===== config.mk =====
export PLATFORM = sky130hd
export DESIGN_NAME = block_buffer_cache_controller_flat
export DESIGN_NICKNAME = d
export VERILOG_FILES = /design/src/sv/bbc_pkg.sv /design/src/sv/bbc_if.sv /design/src/sv/bbc_datapath.sv /design/src/sv/bbc_ctrl.sv /design/src/sv/block_buffer_cache_controller.sv /design/src/flat_wrapper.sv
export SDC_FILE = /design/constraint.sdc
export NUM_CORES = 2
export LEC_CHECK = 0
export BUFFER_PORTS_ARGS = -buffer_cell sky130_fd_sc_hd__buf_2
export CAP_MARGIN = 20
export CELL_PAD_IN_SITES_DETAIL_PLACEMENT = 2
export CELL_PAD_IN_SITES_GLOBAL_PLACEMENT = 2
export CORE_MARGIN = 1
export CORE_UTILIZATION = 23
export DETAILED_ROUTE_END_ITERATION = 10
export GPL_TIMING_DRIVEN = 1
export PLACE_DENSITY_LB_ADDON = 0.1
export SLEW_MARGIN = 20
export SYNTH_ARGS = -nofsm -noshare
export SYNTH_HDL_FRONTEND = slang
export SYNTH_SLANG_ARGS = --single-unit

===== constraint.sdc =====
create_clock -name clk_i -period 3.9 [get_ports clk_i]
set_input_delay 0.195 -clock clk_i [delete_from_list [all_inputs] [get_ports clk_i]]
set_output_delay 0.195 -clock clk_i [all_outputs]
set_load 0.005 [all_outputs]

===== src/sv/bbc_pkg.sv =====
// ----------------------------------------------------------------------------
// bbc_pkg: shared types and constants for the block buffer cache controller
// Opcodes, default sizes and the controller/datapath command and status types.
// ----------------------------------------------------------------------------
package bbc_pkg;

  localparam int unsigned SlotCountDefault = 30;
  localparam int unsigned BlockBitsDefault = 16;
  localparam int unsigned SlotIdxW = 5;
  localparam int unsigned BlockOutW = 16;
  localparam int unsigned DeviceW = 8;
  localparam int unsigned CountW = 8;

  typedef enum logic [1:0] {
    OpGet     = 2'd0,
    OpDirty   = 2'd1,
    OpRelease = 2'd2,
    OpSync    = 2'd3
  } opcode_e;

  // controller -> datapath
  typedef struct packed {
    logic load;       // capture request
    logic lookup;     // register hit and free search
    logic get_commit; // update slot for the get
    logic dirty_set;
    logic release_dec;
    logic sync_clear; // clear dirty bit of the sync cursor slot
    logic sync_step;  // advance sync cursor
    logic sync_start;
  } dp_cmd_t;

  // datapath -> controller
  typedef struct packed {
    logic sync_found; // cursor slot is valid and dirty
    logic sync_end;   // cursor at final slot
  } dp_status_t;

endpackage


===== src/sv/bbc_if.sv =====
// ----------------------------------------------------------------------------
// bbc_req_if / bbc_rsp_if: valid/ready channels of the cache controller
// Request and result transactions with source and sink modports.
// ----------------------------------------------------------------------------
interface bbc_req_if;
  logic        valid;
  logic        ready;
  logic [1:0]  opcode;
  logic [7:0]  device;
  logic [15:0] block_number;
  logic [4:0]  slot;
  modport source (output valid, opcode, device, block_number, slot, input ready);
  modport sink (input valid, opcode, device, block_number, slot, output ready);
endinterface

interface bbc_rsp_if;
  logic        valid;
  logic        ready;
  logic [4:0]  slot_index;
  logic        hit;
  logic        no_free_slot;
  logic        fill_request;
  logic [15:0] fill_block;
  logic        writeback_request;
  logic [15:0] writeback_block;
  logic        last;
  modport source (output valid, slot_index, hit, no_free_slot, fill_request, fill_block,
                  writeback_request, writeback_block, last, input ready);
  modport sink (input valid, slot_index, hit, no_free_slot, fill_request, fill_block,
                writeback_request, writeback_block, last, output ready);
endinterface


===== src/sv/bbc_datapath.sv =====
// ----------------------------------------------------------------------------
// bbc_datapath: slot metadata and result formation
// Holds per-slot state, runs the tag match and first-free search in a
// registered stage, and forms the result payload.
// ----------------------------------------------------------------------------
module bbc_datapath #(
  parameter int unsigned SlotCount = bbc_pkg::SlotCountDefault,
  parameter int unsigned BlockBits = bbc_pkg::BlockBitsDefault
) (
  input  logic                                clk_i,
  input  logic                                rst_ni,
  input  bbc_pkg::dp_cmd_t                    cmd_i,
  output bbc_pkg::dp_status_t                 status_o,
  input  logic [bbc_pkg::DeviceW-1:0]         device_i,
  input  logic [bbc_pkg::BlockOutW-1:0]       block_number_i,
  input  logic [bbc_pkg::SlotIdxW-1:0]        slot_i,
  output logic [bbc_pkg::SlotIdxW-1:0]        slot_index_o,
  output logic                                hit_o,
  output logic                                no_free_slot_o,
  output logic                                fill_request_o,
  output logic [bbc_pkg::BlockOutW-1:0]       fill_block_o,
  output logic                                writeback_request_o,
  output logic [bbc_pkg::BlockOutW-1:0]       writeback_block_o
);
  localparam int unsigned IdxW = (SlotCount > 1) ? $clog2(SlotCount) : 1;
  localparam int unsigned CntW = bbc_pkg::CountW;
  localparam int unsigned OutW = bbc_pkg::BlockOutW;

  logic [SlotCount-1:0]                 valid_q, dirty_q;
  logic [bbc_pkg::DeviceW-1:0]          dev_tag_q [SlotCount];
  logic [BlockBits-1:0]                 blk_tag_q [SlotCount];
  logic [CntW-1:0]                      cnt_q [SlotCount];

  logic [bbc_pkg::DeviceW-1:0]          dev_q;
  logic [BlockBits-1:0]                 blk_q;
  logic [bbc_pkg::SlotIdxW-1:0]         slot_q;
  logic                                 hit_q, free_q;
  logic [IdxW-1:0]                      hit_idx_q, free_idx_q, cur_q;

  // search over slots
  logic                                 hit_d, free_d;
  logic [IdxW-1:0]                      hit_idx_d, free_idx_d;
  always_comb begin
    hit_d = 1'b0;
    free_d = 1'b0;
    hit_idx_d = '0;
    free_idx_d = '0;
    for (int i = SlotCount - 1; i >= 0; i--) begin
      if (valid_q[i] && dev_tag_q[i] == dev_q && blk_tag_q[i] == blk_q) begin
        hit_d = 1'b1;
        hit_idx_d = IdxW'(i);
      end
      if (cnt_q[i] == '0) begin
        free_d = 1'b1;
        free_idx_d = IdxW'(i);
      end
    end
  end

  logic slot_ok;
  assign slot_ok = 32'(slot_q) < SlotCount;
  logic [IdxW-1:0] sidx;
  assign sidx = IdxW'(slot_q);

  assign status_o.sync_found = valid_q[cur_q] && dirty_q[cur_q];
  assign status_o.sync_end   = 32'(cur_q) == SlotCount - 1;

  // request capture, search registers, cursor
  always_ff @(posedge clk_i) begin
    if (cmd_i.load) begin
      dev_q  <= device_i;
      blk_q  <= BlockBits'(block_number_i);
      slot_q <= slot_i;
    end
    if (cmd_i.lookup) begin
      hit_q <= hit_d;
      free_q <= free_d;
      hit_idx_q <= hit_idx_d;
      free_idx_q <= free_idx_d;
    end
    if (cmd_i.sync_start) cur_q <= '0;
    else if (cmd_i.sync_step) cur_q <= cur_q + 1'b1;
  end

  // tag storage, no reset
  always_ff @(posedge clk_i) begin
    if (cmd_i.get_commit && !hit_q && free_q) begin
      dev_tag_q[free_idx_q] <= dev_q;
      blk_tag_q[free_idx_q] <= blk_q;
    end
  end

  // control state per slot
  always_ff @(posedge clk_i or negedge rst_ni) begin
    if (!rst_ni) begin
      valid_q <= '0;
      dirty_q <= '0;
      for (int i = 0; i < SlotCount; i++) cnt_q[i] <= '0;
    end else begin
      if (cmd_i.get_commit) begin
        if (hit_q) begin
          if (cnt_q[hit_idx_q] != '1) cnt_q[hit_idx_q] <= cnt_q[hit_idx_q] + 1'b1;
        end else if (free_q) begin
          valid_q[free_idx_q] <= 1'b1;
          dirty_q[free_idx_q] <= 1'b0;
          cnt_q[free_idx_q] <= CntW'(1);
        end
      end
      if (cmd_i.dirty_set && slot_ok) dirty_q[sidx] <= 1'b1;
      if (cmd_i.release_dec && slot_ok && cnt_q[sidx] != '0)
        cnt_q[sidx] <= cnt_q[sidx] - 1'b1;
      if (cmd_i.sync_clear) dirty_q[cur_q] <= 1'b0;
    end
  end

  // payloads: get result from search registers, sync from cursor
  logic get_wb;
  assign get_wb = valid_q[free_idx_q] && dirty_q[free_idx_q];
  always_comb begin
    slot_index_o = '0;
    hit_o = 1'b0;
    no_free_slot_o = 1'b0;
    fill_request_o = 1'b0;
    fill_block_o = '0;
    writeback_request_o = 1'b0;
    writeback_block_o = '0;
    if (cmd_i.sync_clear) begin
      slot_index_o = bbc_pkg::SlotIdxW'(cur_q);
      writeback_request_o = 1'b1;
      writeback_block_o = OutW'(blk_tag_q[cur_q]);
    end else if (hit_q) begin
      slot_index_o = bbc_pkg::SlotIdxW'(hit_idx_q);
      hit_o = 1'b1;
    end else if (free_q) begin
      slot_index_o = bbc_pkg::SlotIdxW'(free_idx_q);
      fill_request_o = 1'b1;
      fill_block_o = OutW'(blk_q);
      writeback_request_o = get_wb;
      writeback_block_o = get_wb ? OutW'(blk_tag_q[free_idx_q]) : '0;
    end else begin
      no_free_slot_o = 1'b1;
    end
  end
endmodule


===== src/sv/bbc_ctrl.sv =====
// ----------------------------------------------------------------------------
// bbc_ctrl: request sequencer
// Accepts one request at a time, drives datapath commands and owns the
// result valid, sync and last flags.
// ----------------------------------------------------------------------------
module bbc_ctrl (
  input  logic                          clk_i,
  input  logic                          rst_ni,
  input  logic                          req_valid_i,
  output logic                          req_ready_o,
  input  logic [1:0]                    opcode_i,
  output logic                          rsp_valid_o,
  input  logic                          rsp_ready_i,
  output logic                          rsp_sync_o,   // result register holds sync transaction
  output logic                          rsp_last_o,
  output bbc_pkg::dp_cmd_t              cmd_o,
  input  bbc_pkg::dp_status_t           status_i,
  input  logic                          dp_ready_i    // gates request ready; tied high in top
);
  typedef enum logic [2:0] {
    StIdle, StLookup, StGet, StSync, StSyncOut, StDone, StOut
  } state_e;

  state_e state_q;
  logic [1:0] op_q;
  logic rsp_valid_q, rsp_sync_q, rsp_last_q;

  assign req_ready_o = (state_q == StIdle) && dp_ready_i;
  assign rsp_valid_o = rsp_valid_q;
  assign rsp_sync_o = rsp_sync_q;
  assign rsp_last_o = rsp_last_q;

  logic acc, out_done;
  assign acc = req_valid_i && req_ready_o;
  assign out_done = rsp_valid_q && rsp_ready_i;

  always_comb begin
    cmd_o = '0;
    cmd_o.load = acc;
    case (state_q)
      StLookup: begin
        case (bbc_pkg::opcode_e'(op_q))
          bbc_pkg::OpGet:     cmd_o.lookup = 1'b1;
          bbc_pkg::OpDirty:   cmd_o.dirty_set = 1'b1;
          bbc_pkg::OpRelease: cmd_o.release_dec = 1'b1;
          default:            cmd_o.sync_start = 1'b1;
        endcase
      end
      StGet: cmd_o.get_commit = 1'b1;
      StSync: begin
        if (status_i.sync_found) cmd_o.sync_clear = 1'b1;
        else if (!status_i.sync_end) cmd_o.sync_step = 1'b1;
      end
      StSyncOut: if (out_done && !status_i.sync_end) cmd_o.sync_step = 1'b1;
      default: ;
    endcase
  end

  // state and result register control; payload captured in top
  always_ff @(posedge clk_i or negedge rst_ni) begin
    if (!rst_ni) begin
      state_q <= StIdle;
      op_q <= '0;
      rsp_valid_q <= 1'b0;
      rsp_sync_q <= 1'b0;
      rsp_last_q <= 1'b0;
    end else begin
      case (state_q)
        StIdle: if (acc) begin
          op_q <= opcode_i;
          state_q <= StLookup;
        end
        StLookup: begin
          case (bbc_pkg::opcode_e'(op_q))
            bbc_pkg::OpGet:  state_q <= StGet;
            bbc_pkg::OpSync: state_q <= StSync;
            default:         state_q <= StIdle;
          endcase
        end
        StGet: begin
          rsp_valid_q <= 1'b1;
          rsp_sync_q <= 1'b0;
          rsp_last_q <= 1'b1;
          state_q <= StOut;
        end
        StSync: begin
          if (status_i.sync_found) begin
            rsp_valid_q <= 1'b1;
            rsp_sync_q <= 1'b1;
            rsp_last_q <= 1'b0;
            state_q <= StSyncOut;
          end else if (status_i.sync_end) begin
            state_q <= StDone;
          end
        end
        StSyncOut: if (out_done) begin
          rsp_valid_q <= 1'b0;
          state_q <= status_i.sync_end ? StDone : StSync;
        end
        StDone: begin
          rsp_valid_q <= 1'b1;
          rsp_sync_q <= 1'b0;
          rsp_last_q <= 1'b1;
          state_q <= StOut;
        end
        StOut: if (out_done) begin
          rsp_valid_q <= 1'b0;
          state_q <= StIdle;
        end
        default: state_q <= StIdle;
      endcase
    end
  end
endmodule


===== src/sv/block_buffer_cache_controller.sv =====
// ----------------------------------------------------------------------------
// block_buffer_cache_controller: buffer cache metadata controller
// Tracks slot tags, dirty bits and reference counts; tells an external mover
// which blocks to fill and write back.
// ----------------------------------------------------------------------------
// Usage:
//   req channel (sink): opcode get / mark dirty / release / sync, with device,
//   block number and slot. res channel (source): one transaction per get,
//   one per written-back slot during sync plus a final done transaction.
//   Requests are handled one at a time. Mark dirty and release give no
//   result. A get offers its result after a registered tag match and
//   first-free search over all slots and then a commit; the next request
//   is taken only once the result has been taken.
//   Sync walks the slot cursor one slot per cycle, pausing at each dirty slot
//   until its result is taken.
//   Reset clears valid, dirty and counts at once; no clearing pass.
//   When the receiver stalls, the result register holds and the walk waits.
// ----------------------------------------------------------------------------
module block_buffer_cache_controller #(
  parameter int unsigned SlotCount = bbc_pkg::SlotCountDefault,
  parameter int unsigned BlockBits = bbc_pkg::BlockBitsDefault
) (
  input  logic     clk_i,
  input  logic     rst_ni,
  bbc_req_if.sink  req_i,
  bbc_rsp_if.source res_o
);
  bbc_pkg::dp_cmd_t    cmd;
  bbc_pkg::dp_status_t status;
  logic rsp_sync, rsp_last;

  logic [bbc_pkg::SlotIdxW-1:0]  slot_index;
  logic hit, no_free, fill_req, wb_req;
  logic [bbc_pkg::BlockOutW-1:0] fill_blk, wb_blk;

  bbc_ctrl u_ctrl (
    .clk_i, .rst_ni,
    .req_valid_i (req_i.valid),
    .req_ready_o (req_i.ready),
    .opcode_i    (req_i.opcode),
    .rsp_valid_o (res_o.valid),
    .rsp_ready_i (res_o.ready),
    .rsp_sync_o  (rsp_sync),
    .rsp_last_o  (rsp_last),
    .cmd_o       (cmd),
    .status_i    (status),
    .dp_ready_i  (1'b1)
  );

  bbc_datapath #(.SlotCount(SlotCount), .BlockBits(BlockBits)) u_dp (
    .clk_i, .rst_ni,
    .cmd_i               (cmd),
    .status_o            (status),
    .device_i            (req_i.device),
    .block_number_i      (req_i.block_number),
    .slot_i              (req_i.slot),
    .slot_index_o        (slot_index),
    .hit_o               (hit),
    .no_free_slot_o      (no_free),
    .fill_request_o      (fill_req),
    .fill_block_o        (fill_blk),
    .writeback_request_o (wb_req),
    .writeback_block_o   (wb_blk)
  );

  // result payload register, loaded when a get commits or a sync slot clears
  logic [bbc_pkg::SlotIdxW-1:0]  slot_q;
  logic hit_q, nofree_q, fill_q, wb_q;
  logic [bbc_pkg::BlockOutW-1:0] fblk_q, wblk_q;
  always_ff @(posedge clk_i) begin
    if (cmd.get_commit || cmd.sync_clear) begin
      slot_q <= slot_index;
      hit_q <= hit;
      nofree_q <= no_free;
      fill_q <= fill_req;
      fblk_q <= fill_blk;
      wb_q <= wb_req;
      wblk_q <= wb_blk;
    end
  end

  // done transaction of a sync carries only last
  logic gsel_q;
  logic done;
  assign done = rsp_last && !rsp_sync && !gsel_q;
  always_ff @(posedge clk_i or negedge rst_ni) begin
    if (!rst_ni) gsel_q <= 1'b0;
    else if (cmd.get_commit) gsel_q <= 1'b1;
    else if (cmd.sync_start) gsel_q <= 1'b0;
  end

  assign res_o.slot_index        = done ? '0 : slot_q;
  assign res_o.hit               = done ? 1'b0 : hit_q;
  assign res_o.no_free_slot      = done ? 1'b0 : nofree_q;
  assign res_o.fill_request      = done ? 1'b0 : fill_q;
  assign res_o.fill_block        = done ? '0 : fblk_q;
  assign res_o.writeback_request = done ? 1'b0 : wb_q;
  assign res_o.writeback_block   = done ? '0 : wblk_q;
  assign res_o.last              = rsp_last;
endmodule


===== src/flat_wrapper.sv =====
// flat-port wrapper written by rule: the top's interface ports become plain ports
module block_buffer_cache_controller_flat 
#(
  parameter int unsigned SlotCount = bbc_pkg::SlotCountDefault,
  parameter int unsigned BlockBits = bbc_pkg::BlockBitsDefault
)
  (clk_i, rst_ni, req_i_valid, req_i_opcode, req_i_device, req_i_block_number, req_i_slot, req_i_ready, res_o_valid, res_o_slot_index, res_o_hit, res_o_no_free_slot, res_o_fill_request, res_o_fill_block, res_o_writeback_request, res_o_writeback_block, res_o_last, res_o_ready);
  bbc_req_if req_i_i ();
  bbc_rsp_if res_o_i ();
  input  logic clk_i;
  input  logic rst_ni;
  input wire logic [$bits(req_i_i.valid)-1:0] req_i_valid;
  input wire logic [$bits(req_i_i.opcode)-1:0] req_i_opcode;
  input wire logic [$bits(req_i_i.device)-1:0] req_i_device;
  input wire logic [$bits(req_i_i.block_number)-1:0] req_i_block_number;
  input wire logic [$bits(req_i_i.slot)-1:0] req_i_slot;
  output wire logic [$bits(req_i_i.ready)-1:0] req_i_ready;
  output wire logic [$bits(res_o_i.valid)-1:0] res_o_valid;
  output wire logic [$bits(res_o_i.slot_index)-1:0] res_o_slot_index;
  output wire logic [$bits(res_o_i.hit)-1:0] res_o_hit;
  output wire logic [$bits(res_o_i.no_free_slot)-1:0] res_o_no_free_slot;
  output wire logic [$bits(res_o_i.fill_request)-1:0] res_o_fill_request;
  output wire logic [$bits(res_o_i.fill_block)-1:0] res_o_fill_block;
  output wire logic [$bits(res_o_i.writeback_request)-1:0] res_o_writeback_request;
  output wire logic [$bits(res_o_i.writeback_block)-1:0] res_o_writeback_block;
  output wire logic [$bits(res_o_i.last)-1:0] res_o_last;
  input wire logic [$bits(res_o_i.ready)-1:0] res_o_ready;
  assign req_i_i.valid = req_i_valid;
  assign req_i_i.opcode = req_i_opcode;
  assign req_i_i.device = req_i_device;
  assign req_i_i.block_number = req_i_block_number;
  assign req_i_i.slot = req_i_slot;
  assign req_i_ready = req_i_i.ready;
  assign res_o_valid = res_o_i.valid;
  assign res_o_slot_index = res_o_i.slot_index;
  assign res_o_hit = res_o_i.hit;
  assign res_o_no_free_slot = res_o_i.no_free_slot;
  assign res_o_fill_request = res_o_i.fill_request;
  assign res_o_fill_block = res_o_i.fill_block;
  assign res_o_writeback_request = res_o_i.writeback_request;
  assign res_o_writeback_block = res_o_i.writeback_block;
  assign res_o_last = res_o_i.last;
  assign res_o_i.ready = res_o_ready;
  block_buffer_cache_controller #(.SlotCount(SlotCount), .BlockBits(BlockBits)) u_core (.clk_i(clk_i), .rst_ni(rst_ni), .req_i(req_i_i), .res_o(res_o_i));
endmodule

==> summary.txt <==
Drt
  • Initial DRC count: 3830
  • DRC viols: 0
  • Total number of vias: 49430
  • Antenna viol nets, final: 0
  • DR pass1 iterations: 7
  • Drt via density: 5.255
  • DR WL/cell: 39.88 um
  • DRT Wirelength: 375100 um

Timing
  • Final period util: 1.032
  • Fin Setup TNS: -0.1254 ns
  • Unrepaired setup endpoints after global routing: yes
  • Fin crit period: 4.025 ns
  • Rel. slew slack: 0.1718
  • Fmax: 248.4 MHz
  • Worst Clk Skew: 0.06943 ns
  • Final Hold Fails: 0
  • Final setup margin: -0.1254 ns
  • Final setup viols: 1
  • Slew Viols, Final: 0
  • Slew @ Worst Pin: 1.242 ns
  • Worst Hold Slack: 0.03828 ns

Yosys
  • Number of synthesized flops with an enable pin: 834
  • Top FF cell, synth: edfxtp_1
  • Compound-cell area share of the yosys netlist: 0.08958
  • Gate Count Post-Synth: 4814
  • Synth async-reset ratio: 0.2680
  • Post-synthesis mux area share: 0.1554
  • Post-synthesis xor/xnor area fraction: 0.1022
  • FF+latch count, synth: 1153
  • Simple-Gate Fraction of Synth Area: 0.09533
  • Synth Cell Area: 0.06290 mm2
  • Ys Warns: 0
  • Synthesized-area fraction occupied by adder cells: 0.002188
  • Cell variety after synth: 90
  • Largest family of logic cells by synthesized area: multiplexers
  • Register area share after synthesis: 0.5243
  • Synth Net Count: 4860
  • Synthesized area per cell: 13.07 um2

Final layout
  • Most common cell after layout, fill and taps aside: edfxtp_1
  • Finished Cell Area: 0.08260 mm2
  • Nets: 5753
  • Area grow syn2layout: 31.32%
  • Area of the multi-input gates: 0.02947 mm2
  • Fill count: 28540
  • Final core occ: 0.3043
  • Layout cells sized above 1: 0.3270
  • Sequential cell area: 0.03299 mm2
  • Most frequent cells in the layout: edfxtp_1, buf_4, xor2_1

Placement
  • Final Wtd Congestion: 0.9435
  • Port-buffer cells: 78
  • Post-DP HPWL: 288800 um
  • Placed Area: 0.07503 mm2

Clock network
  • Num CTS Buffers: 159
  • Clk buf depth: 4
  • Reg clk slew, reported paths: 0.06 ns
  • TritonCTS clock tree: yes
  • Htree depth: 4
  • CTS root buffer: clkbuf_16
  • Clock sink total: 1153
  • Clk_lat worst skew: 0.87 ns

Worst hold path
  • Hold Path Class: primary input to async pin

Floorplan
  • Die Span X: 524.9 um
  • Die area: 0.2756 mm2
  • # rows: 191
  • Die height: 524.9 um
  • Total core area: 0.2715 mm2
  • IO Pins: 79
  • Initial Utilization: 0.2317

Critical path
  • WP data arrival: 4.61 ns
  • CP max FO: 3
  • Crit path capture type: flip-flop
  • CP Data Required Time: 4.48 ns
  • CP Class: flip-flop to flip-flop
  • Startpoint Class: flip-flop

Power and ir drop
  • Cell leakage power: 30.48 nW
  • Total Power: 51.16 mW
  • PD cells: 619.4 mW/mm2
  • Peak VDD IR: 0.9016 mV

Status
  • Status: complete, but fails checks
  • Failing checks: negative setup slack

Flow run
  • Max Cap Viol: 0

GRT
  • First-pass GRT wire length: 500900 um
  • GRT Resource Usage Total: 0.2673
  • Vias in the first global route: 52620
  • Initial antenna violation count: 31
  • Largest net degree at the start of global routing: 92
  • Overflow after GRT: 0
[state kept, by name, indices dropped and copies added (netlist names), 2 cells and up, named ones only]
name                    flops
u_core.u_dp.blk_q          16
u_core.u_dp.blk_tag_q     512
u_core.u_dp.hit_idx_q       5
u_core.u_ctrl.op_q          2
u_core.u_dp.dev_tag_q     240
u_core.u_dp.cnt_q         240
u_core.u_dp.dirty_q        30
u_core.u_dp.free_idx_q      5
u_core.slot_q               5
u_core.u_dp.cur_q           5
u_core.fblk_q              16
u_core.wblk_q              16
u_core.u_dp.sidx            5
u_core.u_dp.valid_q        30
u_core.u_ctrl.state_q       3
u_core.u_dp.dev_q           8
[area by class of cell]
type,count,area share
Timing Repair Buffer,1089,0.1277
Tap cell,3570,0.05408
Clock buffer,208,0.05215
Multi-Input combinational cell,3240,0.3567
Clock inverter,74,0.006726
Inverter,64,0.002954
Antenna cell,8,0.0002424
Sequential cell,1153,0.3994
[stage by stage]
stage	setup WS (ns)	cells
finish	-0.1254	9406
global route	-0.2158	9402
CTS	-0.1354	9361
detailed placement	-0.8130	9011
global placement	-0.8620	9011
floorplan	0.1745	4814
[per-layer routing]
layer	GRT usage	routed length, um	vias up
met5	0	115	-
met4	0.1253	21230	14
met3	0.02683	12580	513
met2	0.4696	188100	1315
met1	0.3273	153100	27020
li1	-	-	20570
[critical path: stages, from the launching register on]
cell	delay, ns
edfxtp_1	0.56
buf_12	0.22
buf_6	0.12
xnor2_2	0.12
nand4_1	0.10
nor4_2	0.28
buf_4	0.16
nand4_1	0.16
a221oi_2	0.31
buf_4	0.19
o211ai_1	0.15
a31oi_1	0.24
buf_4	0.15
o211ai_1	0.11
a31oi_1	0.26
o311ai_2	0.16
a31oi_4	0.41
[cells in the mapped netlist (6+ instances only)]
cell	instances	share of area
a211oi_1	11	0.0013
a21o_1	20	0.0024
a21oi_1	183	0.015
a21oi_2	20	0.0028
a221oi_1	115	0.016
a22oi_1	142	0.017
a31oi_1	7	0.00070
a32oi_1	10	0.0014
and2_1	14	0.0014
and3_1	22	0.0022
buf_1	62	0.0037
buf_2	120	0.0095
buf_4	29	0.0035
buf_6	12	0.0021
clkbuf_1	130	0.0078
dfrtp_1	309	0.12
dfxtp_1	10	0.0032
edfxtp_1	834	0.40
ha_1	11	0.0022
inv_1	63	0.0038
mux2i_1	253	0.040
mux4_2	319	0.11
nand2_1	222	0.013
nand2b_1	26	0.0026
nand3_1	60	0.0048
nand4_1	110	0.011
nand4bb_1	12	0.0021
nor2_1	168	0.010
nor2_2	10	0.00099
nor2b_1	63	0.0063
nor3_1	86	0.0068
nor3_2	6	0.00095
nor3b_1	13	0.0016
nor4_1	165	0.016
o211ai_1	6	0.00072
o21ai_0	51	0.0041
o21ai_1	39	0.0031
o22ai_1	194	0.019
o31ai_1	7	0.00084
or2_2	19	0.0019
or4_1	29	0.0035
or4b_1	8	0.0013
xnor2_1	315	0.044
xor2_1	415	0.058
[where the power goes]
group          internal [mW]  total [mW]  switching (mW)
combinational           8.04        21.1            13.0
sequential              14.5        15.9            1.40
clock                   8.17        14.2            6.08
total                   30.7        51.2            20.5
[kinds of logic after synthesis]
| group | count (synthesis) |
|---|---|
| flip-flops | 1153 |
| buffers and inverters | 422 |
| XOR/XNOR | 732 |
| multiplexers | 577 |
| AO/OA/AOI/OAI | 838 |
| AND/OR/NAND/NOR | 1081 |
| adder cells (fa/ha/maj) | 11 |
[final timing paths]
path                                       start                  endpoint  slack (ns)  cells after the start
max in group asynchronous                 rst_ni   u_core.u_dp.dirty_q[26]        2.83                      3
min                                       rst_ni     u_core.u_dp.cnt_q[45]        0.04                      2
min in group clk_i         req_i_block_number[8]      u_core.u_dp.blk_q[8]        0.05                      2
max                         u_core.u_dp.dev_q[2]  u_core.u_dp.hit_idx_q[1]       -0.13                     16
min reg2reg                        u_core.gsel_q             u_core.gsel_q        0.50                      2
max reg2reg                 u_core.u_dp.dev_q[2]  u_core.u_dp.hit_idx_q[1]       -0.13                     16
[what timing repair did]
item,CTS,global route
hold buffers,38,0
hold endpoints to repair,119,0
pin swaps,15,42
setup buffers,26,34
endpoints found under the setup margin,242,239
gates resized for setup,137,182
cloned,4,4
(Power assumes the default switching activity.)
